`src/rtl/core/bgd_pkg.sv`:
```
`timescale 1ns / 1ps

package bgd_pkg;

    localparam int TIMER_BITS_DEFAULT = 16;
    localparam int REG_BITS           = 16;
    localparam int APB_DATA_BITS      = 32;
    localparam int APB_ADDR_BITS      = 4;
    localparam int TDATA_IN_BITS      = 8;
    localparam int TDATA_OUT_BITS     = 8;

    localparam logic [REG_BITS-1:0] DEBOUNCE_RESET = 16'd20;
    localparam logic [REG_BITS-1:0] LONG_RESET     = 16'd600;
    localparam logic [REG_BITS-1:0] DOUBLE_RESET   = 16'd400;

    typedef enum logic [1:0] {
        REG_DEBOUNCE = 2'd0,
        REG_LONG     = 2'd1,
        REG_DOUBLE   = 2'd2
    } reg_index_t;

    typedef enum logic [2:0] {
        GS_IDLE         = 3'b001,
        GS_WAIT_RELEASE = 3'b010,
        GS_WAIT_SECOND  = 3'b100
    } gesture_state_t;

    typedef struct packed {
        logic long_press;
        logic double_click;
        logic click;
    } gesture_events_t;

endpackage

```
`src/rtl/core/button_gesture_detector_unit.sv`:
```
`timescale 1ns / 1ps

// The result beat is registered and appears in the cycle after its input beat is accepted.
// Throughput: one beat per cycle while m_tready is high; the result register frees as it is taken,
// and the timer and gesture update for a tick is combinational.
// Reset (rst_n, asynchronous, active low): timers stopped, gesture idle,
// level released, registers at their default tick counts, no result pending.
module button_gesture_detector_unit #(
    parameter int TIMER_BITS = bgd_pkg::TIMER_BITS_DEFAULT
) (
    input  logic                               clk,
    input  logic                               rst_n,
    input  logic                               s_tvalid,
    output logic                               s_tready,
    // [0] button_level
    input  logic [bgd_pkg::TDATA_IN_BITS-1:0]  s_tdata,
    output logic                               m_tvalid,
    input  logic                               m_tready,
    // [0] click, [1] double_click, [2] long_press
    output logic [bgd_pkg::TDATA_OUT_BITS-1:0] m_tdata,
    input  logic                               psel,
    input  logic                               penable,
    input  logic                               pwrite,
    input  logic [bgd_pkg::APB_ADDR_BITS-1:0]  paddr,
    input  logic [bgd_pkg::APB_DATA_BITS-1:0]  pwdata,
    output logic [bgd_pkg::APB_DATA_BITS-1:0]  prdata,
    output logic                               pready
);

    localparam logic [31:0] TIMER_MAX = 32'((64'd1 << TIMER_BITS) - 64'd1);
    localparam logic [TIMER_BITS-1:0] TIMER_ONE = TIMER_BITS'(1);

    function automatic logic [TIMER_BITS-1:0] load_value(
        input logic [bgd_pkg::REG_BITS-1:0] r
    );
        logic [31:0] v;
        v = 32'(r);
        if (v > TIMER_MAX)
            v = TIMER_MAX;
        if (v == 32'd0)
            v = 32'd1;
        return v[TIMER_BITS-1:0];
    endfunction

    logic [bgd_pkg::REG_BITS-1:0] debounce_ticks_reg;
    logic [bgd_pkg::REG_BITS-1:0] long_ticks_reg;
    logic [bgd_pkg::REG_BITS-1:0] double_ticks_reg;

    logic                         prev_level_reg, prev_level_next;
    logic [TIMER_BITS-1:0]        deb_cnt_reg, deb_cnt_next;
    logic [TIMER_BITS-1:0]        long_cnt_reg, long_cnt_next;
    logic [TIMER_BITS-1:0]        dbl_cnt_reg, dbl_cnt_next;
    bgd_pkg::gesture_state_t      state_reg, state_next;
    logic                         pending_reg, pending_next;
    logic                         out_valid_reg;
    bgd_pkg::gesture_events_t     events_reg, events_next;

    logic       in_fire;
    logic       cfg_write;
    logic [1:0] cfg_index;
    logic       level;
    logic       deb_exp, long_exp, dbl_exp;

    assign pready    = 1'b1;
    assign cfg_write = psel & penable & pwrite & pready;
    assign cfg_index = paddr[3:2];
    assign s_tready  = ~out_valid_reg | m_tready;
    assign in_fire   = s_tvalid & s_tready;
    assign level     = s_tdata[0];
    assign m_tvalid  = out_valid_reg;
    assign m_tdata   = {{(bgd_pkg::TDATA_OUT_BITS-3){1'b0}}, events_reg};

    always_comb
    begin
        case (cfg_index)
            bgd_pkg::REG_DEBOUNCE: prdata = 32'(debounce_ticks_reg);
            bgd_pkg::REG_LONG:     prdata = 32'(long_ticks_reg);
            bgd_pkg::REG_DOUBLE:   prdata = 32'(double_ticks_reg);
            default:               prdata = '0;
        endcase
    end

    always_comb
    begin
        deb_exp       = (deb_cnt_reg == TIMER_ONE);
        long_exp      = (long_cnt_reg == TIMER_ONE);
        dbl_exp       = (dbl_cnt_reg == TIMER_ONE);
        deb_cnt_next  = (deb_cnt_reg != '0) ? deb_cnt_reg - TIMER_ONE : '0;
        long_cnt_next = (long_cnt_reg != '0) ? long_cnt_reg - TIMER_ONE : '0;
        dbl_cnt_next  = (dbl_cnt_reg != '0) ? dbl_cnt_reg - TIMER_ONE : '0;
        state_next    = state_reg;
        pending_next  = pending_reg;
        events_next   = '0;

        if (deb_exp)
        begin
            if (!level)
            begin
                long_cnt_next = load_value(long_ticks_reg);
                long_exp      = 1'b0;
                state_next    = bgd_pkg::GS_WAIT_RELEASE;
            end
            else if (state_reg == bgd_pkg::GS_WAIT_RELEASE)
            begin
                long_cnt_next = '0;
                long_exp      = 1'b0;
                dbl_exp       = 1'b0;
                if (pending_reg)
                begin
                    pending_next             = 1'b0;
                    dbl_cnt_next             = '0;
                    events_next.double_click = 1'b1;
                    state_next               = bgd_pkg::GS_IDLE;
                end
                else
                begin
                    pending_next = 1'b1;
                    dbl_cnt_next = load_value(double_ticks_reg);
                    state_next   = bgd_pkg::GS_WAIT_SECOND;
                end
            end
        end

        if (long_exp && state_next == bgd_pkg::GS_WAIT_RELEASE && !level)
        begin
            events_next.long_press = 1'b1;
            state_next             = bgd_pkg::GS_IDLE;
        end

        if (dbl_exp && pending_next)
        begin
            pending_next      = 1'b0;
            events_next.click = 1'b1;
            state_next        = bgd_pkg::GS_IDLE;
        end

        // deb_cnt_next is zero exactly when the countdown is idle after this tick
        if (level != prev_level_reg && deb_cnt_next == '0)
            deb_cnt_next = load_value(debounce_ticks_reg);
        prev_level_next = level;
    end

    always_ff @(posedge clk or negedge rst_n)
    begin
        if (!rst_n)
        begin
            debounce_ticks_reg <= bgd_pkg::DEBOUNCE_RESET;
            long_ticks_reg     <= bgd_pkg::LONG_RESET;
            double_ticks_reg   <= bgd_pkg::DOUBLE_RESET;
        end
        else if (cfg_write)
        begin
            case (cfg_index)
                bgd_pkg::REG_DEBOUNCE: debounce_ticks_reg <= pwdata[bgd_pkg::REG_BITS-1:0];
                bgd_pkg::REG_LONG:     long_ticks_reg     <= pwdata[bgd_pkg::REG_BITS-1:0];
                bgd_pkg::REG_DOUBLE:   double_ticks_reg   <= pwdata[bgd_pkg::REG_BITS-1:0];
                default:               ;
            endcase
        end
    end

    always_ff @(posedge clk or negedge rst_n)
    begin
        if (!rst_n)
        begin
            prev_level_reg <= 1'b1;
            deb_cnt_reg    <= '0;
            long_cnt_reg   <= '0;
            dbl_cnt_reg    <= '0;
            state_reg      <= bgd_pkg::GS_IDLE;
            pending_reg    <= 1'b0;
            out_valid_reg  <= 1'b0;
        end
        else
        begin
            if (in_fire)
            begin
                prev_level_reg <= prev_level_next;
                deb_cnt_reg    <= deb_cnt_next;
                long_cnt_reg   <= long_cnt_next;
                dbl_cnt_reg    <= dbl_cnt_next;
                state_reg      <= state_next;
                pending_reg    <= pending_next;
                out_valid_reg  <= 1'b1;
            end
            else if (m_tready)
            begin
                out_valid_reg <= 1'b0;
            end
        end
    end

    always_ff @(posedge clk)
    begin
        if (in_fire)
            events_reg <= events_next;
    end

endmodule

```
`config.mk`:
```
export PLATFORM = sky130hd
export DESIGN_NAME = button_gesture_detector_unit
export DESIGN_NICKNAME = d
export VERILOG_FILES = /design/src/rtl/core/bgd_pkg.sv /design/src/rtl/core/button_gesture_detector_unit.sv
export SDC_FILE = /design/constraint.sdc
export NUM_CORES = 1
export LEC_CHECK = 0
export ABC_CLOCK_PERIOD_IN_PS = 5500
export BUFFER_PORTS_ARGS = -buffer_cell sky130_fd_sc_hd__buf_2
export CORE_ASPECT_RATIO = 1.2
export CORE_UTILIZATION = 55
export CTS_BUF_LIST = sky130_fd_sc_hd__clkbuf_8
export DETAILED_ROUTE_END_ITERATION = 8
export PLACE_DENSITY = 0.77
export SLEW_MARGIN = 20
export SYNTH_ARGS = -nofsm -noshare
export SYNTH_HDL_FRONTEND = slang
export SYNTH_SLANG_ARGS = --single-unit
```
`constraint.sdc`:
```
create_clock -name clk -period 5.5 [get_ports clk]
set_clock_uncertainty 0.1 [all_clocks]
set_input_delay 1.1 -clock clk [delete_from_list [all_inputs] [get_ports clk]]
set_output_delay 1.1 -clock clk [all_outputs]
set_load 0.02 [all_outputs]
```
; ---- After elaboration in Yosys (flattened, before gate mapping)
; Cells that the tools add are included.
[totals]
reg_bits = 105
latch_bits = 0
mem_bits_rw = 0
romBits = 0
in_bits = 51
output_inout_bits = 43
elab_cells = 84
n_memories = 0
[op_classes]
addsub = 3
n_mul = 0
n_div = 0
n_lt_le_gt_ge = 0
n_eq_ne = 8
shifts = 0
muxes = 37
bitwise_logic = 5
n_reduce_logical = 18
[op_table]
columns = cell, n
row1 = 16-bit 2-to-1 mux, 14
row2 = 16-bit zero test, 4
row3 = "16-bit by 1-bit equality test with 1-bit output, second input constant", 3
row4 = 16-bit one-hot mux with 3 select lines, 1
row5 = 16-bit nonzero test, 3
row6 = "16-bit by 1-bit subtractor with 16-bit output, second input constant", 3
row7 = 3-bit 2-to-1 mux, 6
row8 = 1-bit 2-to-1 mux, 16
row9 = "3-bit by 2-bit equality test with 1-bit output, second input constant", 2
row10 = 2-bit AND reduction, 3
row11 = 1-bit logical AND, 4
row12 = 1-bit AND, 3
row13 = 3-bit AND reduction, 1
row14 = "2-bit by 1-bit equality test with 1-bit output, second input constant", 1
row15 = "2-bit equality test, second input constant", 1
row16 = 2-bit zero test, 1
row17 = 2-bit nonzero test, 1
row18 = 1-bit zero test, 1
row19 = 1-bit != test, 1
row20 = 1-bit NOT, 1
row21 = 1-bit OR, 1

; ---- Logic depth before layout (Yosys ltp)
; Gate-level depths: netlist of the first run.
[logic_depth]
depth_word = 9
ltp_mapped = 10

; ---- Worst setup path after synthesis of the first run
; No wires, ideal clock.
[synth_timing]
path_kind = input to output
from = input paddr[2] (netlist bit)
to = output prdata[12] (netlist bit)
arrival_ns = 2.584
setup_slack_ns = 1.716
stages = 4
path_buffers = 2
path_cell_list = clkbuf_1 > buf_1 > mux2i_1 > o21ai_0
[synth_via]
elab_chain_cells = 2
word_cells_on_any_way = 4
cone_classes = eq/ne: 2 / mux: 1 / reduce/logical: 1
[synth_lines]
columns = element, line
row1 = from (decl), button_gesture_detector_unit.sv:24  ; input logic [bgd_pkg::APB_ADDR_BITS-1:0] paddr,
row2 = "2-bit equality test, or another cell as far along", button_gesture_detector_unit.sv:75  ; case (cfg_index)
row3 = 16-bit one-hot mux with 3 select lines (*), button_gesture_detector_unit.sv:75
row4 = to (decl), button_gesture_detector_unit.sv:26  ; output logic [bgd_pkg::APB_DATA_BITS-1:0] prdata,
; Every way passes the cells marked *; elsewhere a longest branch is shown, timed or not.

; ---- Worst setup path after layout of the first run
[layout_timing]
from = input paddr[2] (netlist bit)
to = output prdata[8] (netlist bit)
; The elaborated chain is that of the path after synthesis.

==> results.toml, run 1 <==
[logic_synthesis]
netlist_instances = 666
synth_ff_type = "dfrtp_1"
synth-edff-count = 3
synth_top_family_by_area = "simple AND/OR/NAND/NOR gates"
yosys.area_share.xor_xnor = 0.00562
synthMuxAreaShare = 0.120
async_flop_share = 0.971
ys_seq_area_frac = 0.426
syn_area_um2 = 6230
ys_types = 69
synth-compound-area-share = 0.153
yosysWarnings = 0
ys_seq_elements = 105
avgSynthCellArea_um2 = 9.36
synth-adder-area-share = 0.0161
synthSimpleGateAreaFrac = 0.211

[finish]
nNetsFinal = 748
drive_above_1_share = 0.210
insertedDiodeCount = 0
layout_commonest_cell = "dfrtp_1"
area_delta_synth_final_pct = 6.26
final_cell_mix = "dfrtp_1 (91), o21ai_0 (74), nand2_1 (67)"
fill_cells = 937
fin_util = 0.600

[sta]
fin_ws_ns = 1.45
slew_violations = 0
fin_setup_tns_ns = 0
tightest_slew_ns = 1.15
period_needed_ns = 4.05
slew_headroom = 0.229
hold_slack_ns = 0.370
rsz0062_at_grt = "false"
fmax_ghz = 0.247
fin_crit_sh = 0.736
hold_viol_final = 0
setup_viol = 0

[clock_tree]
cts-resized-gates = 0
cts_made_buffers = 9
worstSkewPairLatency_ns = 0.38
cts_tree = "done"
cts_root_buf = "clkbuf_8"
htreeDepth = 3
cts_sinks = 105
cts-root-to-sink-buffers = 2
ctsHoldBuffers = 0
postCtsSetupBuffers = 0
cts.clk_slew.worst_paths_ns = 0.10

[global_routing]
grt_pass1_vias = 5015
grtUsageMet1 = 0.371
grt_usage = 0.278
use_met3 = 0.0455
overflow = 0
use_met2 = 0.446
antenna_found_initial = 0
grt_max_degree = 61
grt_pass1_wl_um = 25600
grt.busiest_layer = "met2"

[floorplanning]
die-area_um2 = 11800
die-height_um = 119
core_area_um2 = 11000
start_util = 0.565
die_x_um = 99.2
num_rows = 42
num_io_pins = 94

[worst_setup_path]
cp_cell_sequence = "buf_2 -> nor2b_1 -> nand2_1 -> o21ai_0 -> buf_2"
worstPathBufferInverterCount = 2
cp_slowest_stage_delay_ns = 0.96
cp_slowest_cell = "nor2b_1"
critical_path_class = "primary input to output port"
worst_path_dominant_cell_family = "simple AND/OR/NAND/NOR gates"
cp.arrival_ns = 2.85
critPathMaxFanout = 20
cp_common_cell = "buf_2"
cp-start-kind = "primary input"
worstPathRequired_ns = 4.30
crit_path_end_kind = "output port"

[routing]
first_iter_violations = 556
via_count = 5369
wl_per_cell_um = 19.3
routed_wirelength_um = 15900
viasPerCell = 6.50
remaining_drc_errors = 0
drt_first_pass_iters = 5
postRouteAntennaNets = 0

[status]
status = "finished clean"

[power_and_ir_drop]
p_per_area_nw_per_um2 = 402
power_mw = 2.66
p_leak_nw = 2.80
peakVddDrop_mv = 0.266

[placement]
hpwl_um = 11600
port_buffers = 46
place_ws_ns = 1.54
place.gp.congestion = 0.919

[job]
max-cap-violations = 0

[hold_path]
hp-class = "flop to flop"
[report_power, final]
group | switching, mW | total, mW | internal [mW] | leakage, nW
clock | 0.292 | 0.517 | 0.224 | 0.110
combinational | 0.443 | 0.793 | 0.350 | 1.43
sequential | 0.341 | 1.35 | 1.01 | 1.26
[final cells by class]
class,count,area [µm²],share of cell area
flip-flops and latches,105,2660,0.401
multi-input cells,503,3240,0.489
inverters,17,63.8,0.00963
clock buffers,9,124,0.0187
clock inverters,7,90.1,0.0136
well taps,132,165,0.0249
repair buffers,53,285,0.0431
[synthesized netlist by cell type, types with 3 or more instances]
cell / count / area [µm²]
nor2b_1: 3 / 18.8
nor2_1: 40 / 150
a211o_1: 4 / 35.0
or4_1: 3 / 22.5
buf_4: 25 / 188
a221o_1: 6 / 60.1
nor4_1: 27 / 169
a22oi_1: 3 / 22.5
nand3_1: 12 / 60.1
a32oi_1: 6 / 52.6
ha_1: 8 / 100
and2_1: 7 / 43.8
mux2_2: 45 / 507
o211ai_1: 3 / 22.5
nor3b_1: 6 / 45.0
mux2i_1: 24 / 240
o21ai_1: 6 / 30.0
or3_1: 4 / 25.0
buf_2: 4 / 20.0
clkbuf_1: 25 / 93.8
buf_6: 4 / 45.0
and3_1: 5 / 31.3
nand4_1: 9 / 56.3
nor3_2: 3 / 30.0
nor3_1: 31 / 155
xnor2_1: 4 / 35.0
dfrtp_1: 91 / 2280
a21oi_1: 27 / 135
o21ai_0: 74 / 370
dfstp_2: 11 / 289
nand2_1: 67 / 251
or3_2: 3 / 22.5
a211oi_1: 3 / 22.5
inv_1: 17 / 63.8
a31oi_1: 6 / 37.5
nand2b_1: 3 / 18.8
edfxtp_1: 3 / 90.1
[worst paths after layout]
check                                      to  cells past startpoint  slack [ns]      startpoint
max                                 prdata[8]                      5        1.45        paddr[2]
min                            prev_level_reg                      2        0.37  prev_level_reg
max reg2reg                   dbl_cnt_reg[15]                      6        2.39  dbl_cnt_reg[8]
min reg2reg                    prev_level_reg                      2        0.37  prev_level_reg
max in group asynchronous  long_ticks_reg[13]                      2        3.55           rst_n
min in group asynchronous        state_reg[2]                      1        0.59           rst_n
[worst register-to-register path: stages, from the launching register on]
cell and delay (ns):
dfrtp_1 0.45, or4_1 0.57, nor3_1 0.57, a32o_1 0.77, nor2_1 0.18, a32oi_1 0.24
o21ai_0 0.11
[metal layers]
layer  share of wire  vias to the layer above
li1                -                     2447
met1            0.42                     2617
met2            0.47                      254
met3           0.060                       51
met4           0.044                        0
met5               0                        -
[per-stage QoR]
step | instance area [µm²] | instances
4_1_cts | 6620 | 826
5_1_grt | 6620 | 826
3_5_place_dp | 6410 | 810
3_3_place_gp | 6410 | 810
6_report | 6620 | 826
2_1_floorplan | 6310 | 686
[cell families after synthesis]
logic type,count (synthesis)
adders and majority gates,8
xor gates and xnor gates,4
and+or+nand+nor,244
other,2
AOI/OAI and AO/OA,156
DFF,105
buffers and inverters,78
muxes,69
Power figures use the tool's default switching activity.
==> run 2: changes to the inputs <==
--- a/config.mk
+++ b/config.mk
@@ -5,7 +5,7 @@
 export SDC_FILE = /design/constraint.sdc
 export NUM_CORES = 1
 export LEC_CHECK = 0
-export ABC_CLOCK_PERIOD_IN_PS = 5500
+export ABC_CLOCK_PERIOD_IN_PS = 3900
 export BUFFER_PORTS_ARGS = -buffer_cell sky130_fd_sc_hd__buf_2
 export CORE_ASPECT_RATIO = 1.2
 export CORE_UTILIZATION = 55
==> constraint.sdc (replaced) <==
create_clock -name clk -period 3.9 [get_ports clk]
set_clock_uncertainty 0.1 [all_clocks]
set_input_delay 0.78 -clock clk [delete_from_list [all_inputs] [get_ports clk]]
set_output_delay 0.78 -clock clk [all_outputs]
set_load 0.02 [all_outputs]
==> run 2 against run 1 <==
Worst setup slack got worse by 0.95 ns. Clock power up 26%. Design area hardly changed. Final cell count grew 0.48%. Register-to-register slack got worse by 1.5 ns. Largest power group unchanged.
==> results.toml, run 2 (synthesis results as in run 1) <==
[worst_setup_path]
worstPathBufferInverterCount = 2
cp-start-kind = "primary input"
cp_slowest_stage_delay_ns = 0.95
worst_path_dominant_cell_family = "simple AND/OR/NAND/NOR gates"
cp_slowest_cell = "nor2b_1"
cp_common_cell = "buf_2"
worstPathRequired_ns = 3.02
critPathMaxFanout = 20
cp_cell_sequence = "buf_2 -> nor2b_1 -> nand2_1 -> o21ai_0 -> buf_2"
crit_path_end_kind = "output port"
cp.arrival_ns = 2.52
critical_path_class = "primary input to output port"

[clock_tree]
cts-root-to-sink-buffers = 2
cts_sinks = 105
cts.clk_slew.worst_paths_ns = 0.10
ctsHoldBuffers = 0
cts-resized-gates = 0
worstSkewPairLatency_ns = 0.39
postCtsSetupBuffers = 0
cts_tree = "done"
cts_root_buf = "clkbuf_8"
htreeDepth = 3
cts_made_buffers = 9

[floorplanning]
num_io_pins = 94
die_x_um = 99.2
start_util = 0.565
core_area_um2 = 11000
num_rows = 42
die-area_um2 = 11800
die-height_um = 119

[routing]
wl_per_cell_um = 19.6
first_iter_violations = 517
routed_wirelength_um = 16300
remaining_drc_errors = 0
via_count = 5366
viasPerCell = 6.47
postRouteAntennaNets = 0
drt_first_pass_iters = 5

[placement]
place.gp.congestion = 0.927
dpl.cell_count = 814
port_buffers = 46
place_ws_ns = 0.571
hpwl_um = 11800
dpl_cell_area_um2 = 6440

[finish]
final_cells = 830
final_cell_mix = "dfrtp_1 (91), o21ai_0 (74), nand2_1 (67)"
final_area_um2 = 6630
layout_commonest_cell = "dfrtp_1"
nNetsFinal = 752
area_delta_synth_final_pct = 6.30
fin_util = 0.600
insertedDiodeCount = 0
drive_above_1_share = 0.215

[power_and_ir_drop]
p_per_area_nw_per_um2 = 557
peakVddDrop_mv = 0.364
p_leak_nw = 2.80
power_mw = 3.69

[sta]
fin_crit_sh = 0.873
fin_ws_ns = 0.495
fmax_ghz = 0.294
hold_viol_final = 0
fin_setup_tns_ns = 0
slew_violations = 0
period_needed_ns = 3.40
tightest_slew_ns = 1.14
hold_slack_ns = 0.369
slew_headroom = 0.238
setup_viol = 0
rsz0062_at_grt = "false"

[global_routing]
grt_pass1_vias = 5003
grt_pass1_wl_um = 26100
grt_max_degree = 69
antenna_found_initial = 0
grt_usage = 0.287
overflow = 0

[job]
max-cap-violations = 0

[hold_path]
hp-class = "flop to flop"

[status]
status = "finished clean"
run 2: report_power, final:
part	switching (mW)	internal [mW]	leakage (nW)
clock	0.406	0.246	0.0942
sequential	0.486	1.42	1.26
combinational	0.631	0.497	1.45
run 2: routing by layer:
layer | vias up | GRT usage | share of wire
li1 | 2463 | - | -
met1 | 2615 | 0.388 | 0.42
met2 | 238 | 0.454 | 0.48
met3 | 50 | 0.0313 | 0.062
met4 | 0 | 0.154 | 0.043
met5 | - | 0 | 0
run 2: worst paths after layout:
check	from	endpoint	slack, ns	depth (start not counted)
max	paddr[2]	prdata[4]	0.50	5
min	prev_level_reg	prev_level_reg	0.37	2
max reg2reg	deb_cnt_reg[1]	dbl_cnt_reg[15]	0.89	8
min reg2reg	prev_level_reg	prev_level_reg	0.37	2
max in group asynchronous	rst_n	long_ticks_reg[3]	2.44	2
min in group asynchronous	rst_n	long_cnt_reg[0]	0.40	1
run 2: area by class of cell:
| class | count | area, µm² |
|---|---|---|
| clock inverters | 7 | 62.6 |
| fillers | 903 | 4410 |
| well taps | 132 | 165 |
| repair buffers | 57 | 315 |
| inverters | 17 | 63.8 |
| flip-flops and latches | 105 | 2660 |
| clock buffers | 9 | 124 |
| multi-input cells | 503 | 3240 |
run 2: worst min-delay path, cell delays in order (launching register included):
cell	delay [ns]
dfstp_2	0.39
nand2_1	0.05
nand2_1	0.04
==> run 3: changes to the inputs <==
==> constraint.sdc (replaced) <==
create_clock -name clk -period 3.9 [get_ports clk]
set_clock_uncertainty 0.1 [all_clocks]
set_input_delay 0.39 -clock clk [delete_from_list [all_inputs] [get_ports clk]]
set_output_delay 0.39 -clock clk [all_outputs]
set_load 0.02 [all_outputs]
==> run 3 against run 2 <==
Die area stayed put. Via count grew 1.6%. Clock power rose by 4.9%. Sequential share of layout area fell by 0.19 points. Total power increased by 1.1%. Fmax up 15%. Sequential power hardly changed. Core utilization up 0.28 points. Count of clock-buffer cells in the layout unchanged.
==> results.toml, run 3 (synthesis results as in run 1) <==
[status]
status = "finished clean"

[finish]
final_cells = 833
layout_commonest_cell = "dfrtp_1"
fill_cells = 915
drive_above_1_share = 0.217
fin_util = 0.603
final_cell_mix = "dfrtp_1 (91), o21ai_0 (74), nand2_1 (67)"
insertedDiodeCount = 0
area_delta_synth_final_pct = 6.80
nNetsFinal = 755

[clock_tree]
cts_sinks = 105
cts-resized-gates = 0
cts-root-to-sink-buffers = 2
cts_made_buffers = 9
worstSkewPairLatency_ns = 0.39
cts.clk_slew.worst_paths_ns = 0.11
htreeDepth = 3
cts_root_buf = "clkbuf_8"
cts_tree = "done"

[worst_setup_path]
cp-start-kind = "flop"
critPathMaxFanout = 10
r2r_start = "deb_cnt_reg[1]"
cp.arrival_ns = 3.16
rr_worst_depth = 8
critical_path_class = "flop to flop"
crit_path_end_kind = "flop"
crit_start = "deb_cnt_reg[1]"
worstPathRequired_ns = 4.09

[hold_path]
min_from = "s_tvalid"
hp-class = "primary input to flop"
hold_depth = 2

[routing]
viasPerCell = 6.55
via_count = 5454
first_iter_violations = 596
postRouteAntennaNets = 0
drt_first_pass_iters = 5
remaining_drc_errors = 0
routed_wirelength_um = 16600
wl_per_cell_um = 19.9

[power_and_ir_drop]
power_switching_mw = 1.55
pwr-share-seq = 0.511
cellInternalPower_mw = 2.18
p_sw_frac = 0.417
peakVddDrop_mv = 0.318
p_per_area_nw_per_um2 = 560
clkPwrFrac = 0.183
pwr-share-comb = 0.306
p_leak_nw = 2.82

[floorplanning]
die_x_um = 99.2
start_util = 0.565
die-area_um2 = 11800
num_io_pins = 94
core_area_um2 = 11000
die-height_um = 119
num_rows = 42

[sta]
fin_crit_sh = 0.761
fin_setup_tns_ns = 0
fmax_ghz = 0.337
hold_viol_final = 0
period_needed_ns = 2.97
setup_viol = 0
tightest_slew_ns = 0.764
rsz0062_at_grt = "false"
slew_violations = 0
hold_slack_ns = 0.108
slew_headroom = 0.489

[global_routing]
grt_pass1_wl_um = 26800
grt_pass1_vias = 5239
grt_max_degree = 46
overflow = 0
antenna_found_initial = 0
grt_usage = 0.293

[placement]
port_buffers = 46
place.gp.congestion = 0.941
hpwl_um = 12000
dpl.cell_count = 816

[job]
max-cap-violations = 0
[run 3: changes by cell type in the layout (fill, tap and decap cells not counted)]
cell / previous run / this run
dlygate4sd3_1: 0 / 1
clkinvlp_4: 1 / 0
inv_6: 1 / 2
buf_4: 12 / 14
inv_8: 2 / 3
inv_4: 1 / 0
[run 3: per-layer routing]
metal | up-vias | global-route usage | share of wire
li1 | 2463 | - | -
met1 | 2632 | 0.379 | 0.39
met2 | 298 | 0.470 | 0.49
met3 | 61 | 0.0378 | 0.070
met4 | 0 | 0.176 | 0.053
met5 | - | 0 | 0
[run 3: final timing paths]
path / to / slack (ns)
worst max-delay path: dbl_cnt_reg[0] / 0.93
worst min-delay path: m_tvalid / 0.11
worst max register to register: dbl_cnt_reg[0] / 0.93
worst min register to register: prev_level_reg / 0.38
max in group asynchronous: double_ticks_reg[7] / 2.31
min in group asynchronous: long_cnt_reg[14] / 0.44
[run 3: critical path, stage by stage (launching register included)]
cell and delay (ns):
dfrtp_1 0.41, inv_1 0.09, ha_1 0.16, nor4b_2 0.52, nand4_1 0.44, nor3_2 0.72, o21ai_1 0.15, o211a_1 0.17
a21oi_1 0.12
[run 3: timing repair]
action | 4_1_cts | 5_1_grt
hold buffers | 1 | 0
endpoints found under the hold margin | 41 | 0
setup endpoints to repair | 0 | 0
buffers inserted | 0 | 0
[run 3: cell type report]
type	count	area, µm²	area share
tap	132	165	0.0248
multi-input combinational	503	3240	0.487
clock buffer	9	124	0.0186
timing repair buffer	60	340	0.0511
inverter	17	63.8	0.00958
clock inverter	7	68.8	0.0103
sequential	105	2660	0.399
[run 3: metrics by stage]
step	power [mW]	cell area [µm²]	setup slack [ns]
after detailed placement	3.03	6450	1.03
after global routing	3.94	6660	0.759
after CTS	3.71	6660	0.975
final	3.73	6660	0.932
after floorplan	2.68	6310	1.38
after global placement	2.96	6450	1.11
[run 3: power groups by stage]
stage	Combinational [mW]	Sequential (mW)	Clock [mW]
2_1_floorplan	0.986	1.69	0
3_3_place_gp	1.08	1.88	0
3_5_place_dp	1.12	1.90	0
4_1_cts	1.13	1.89	0.688
5_1_grt	1.26	1.95	0.727
6_report	1.14	1.90	0.684
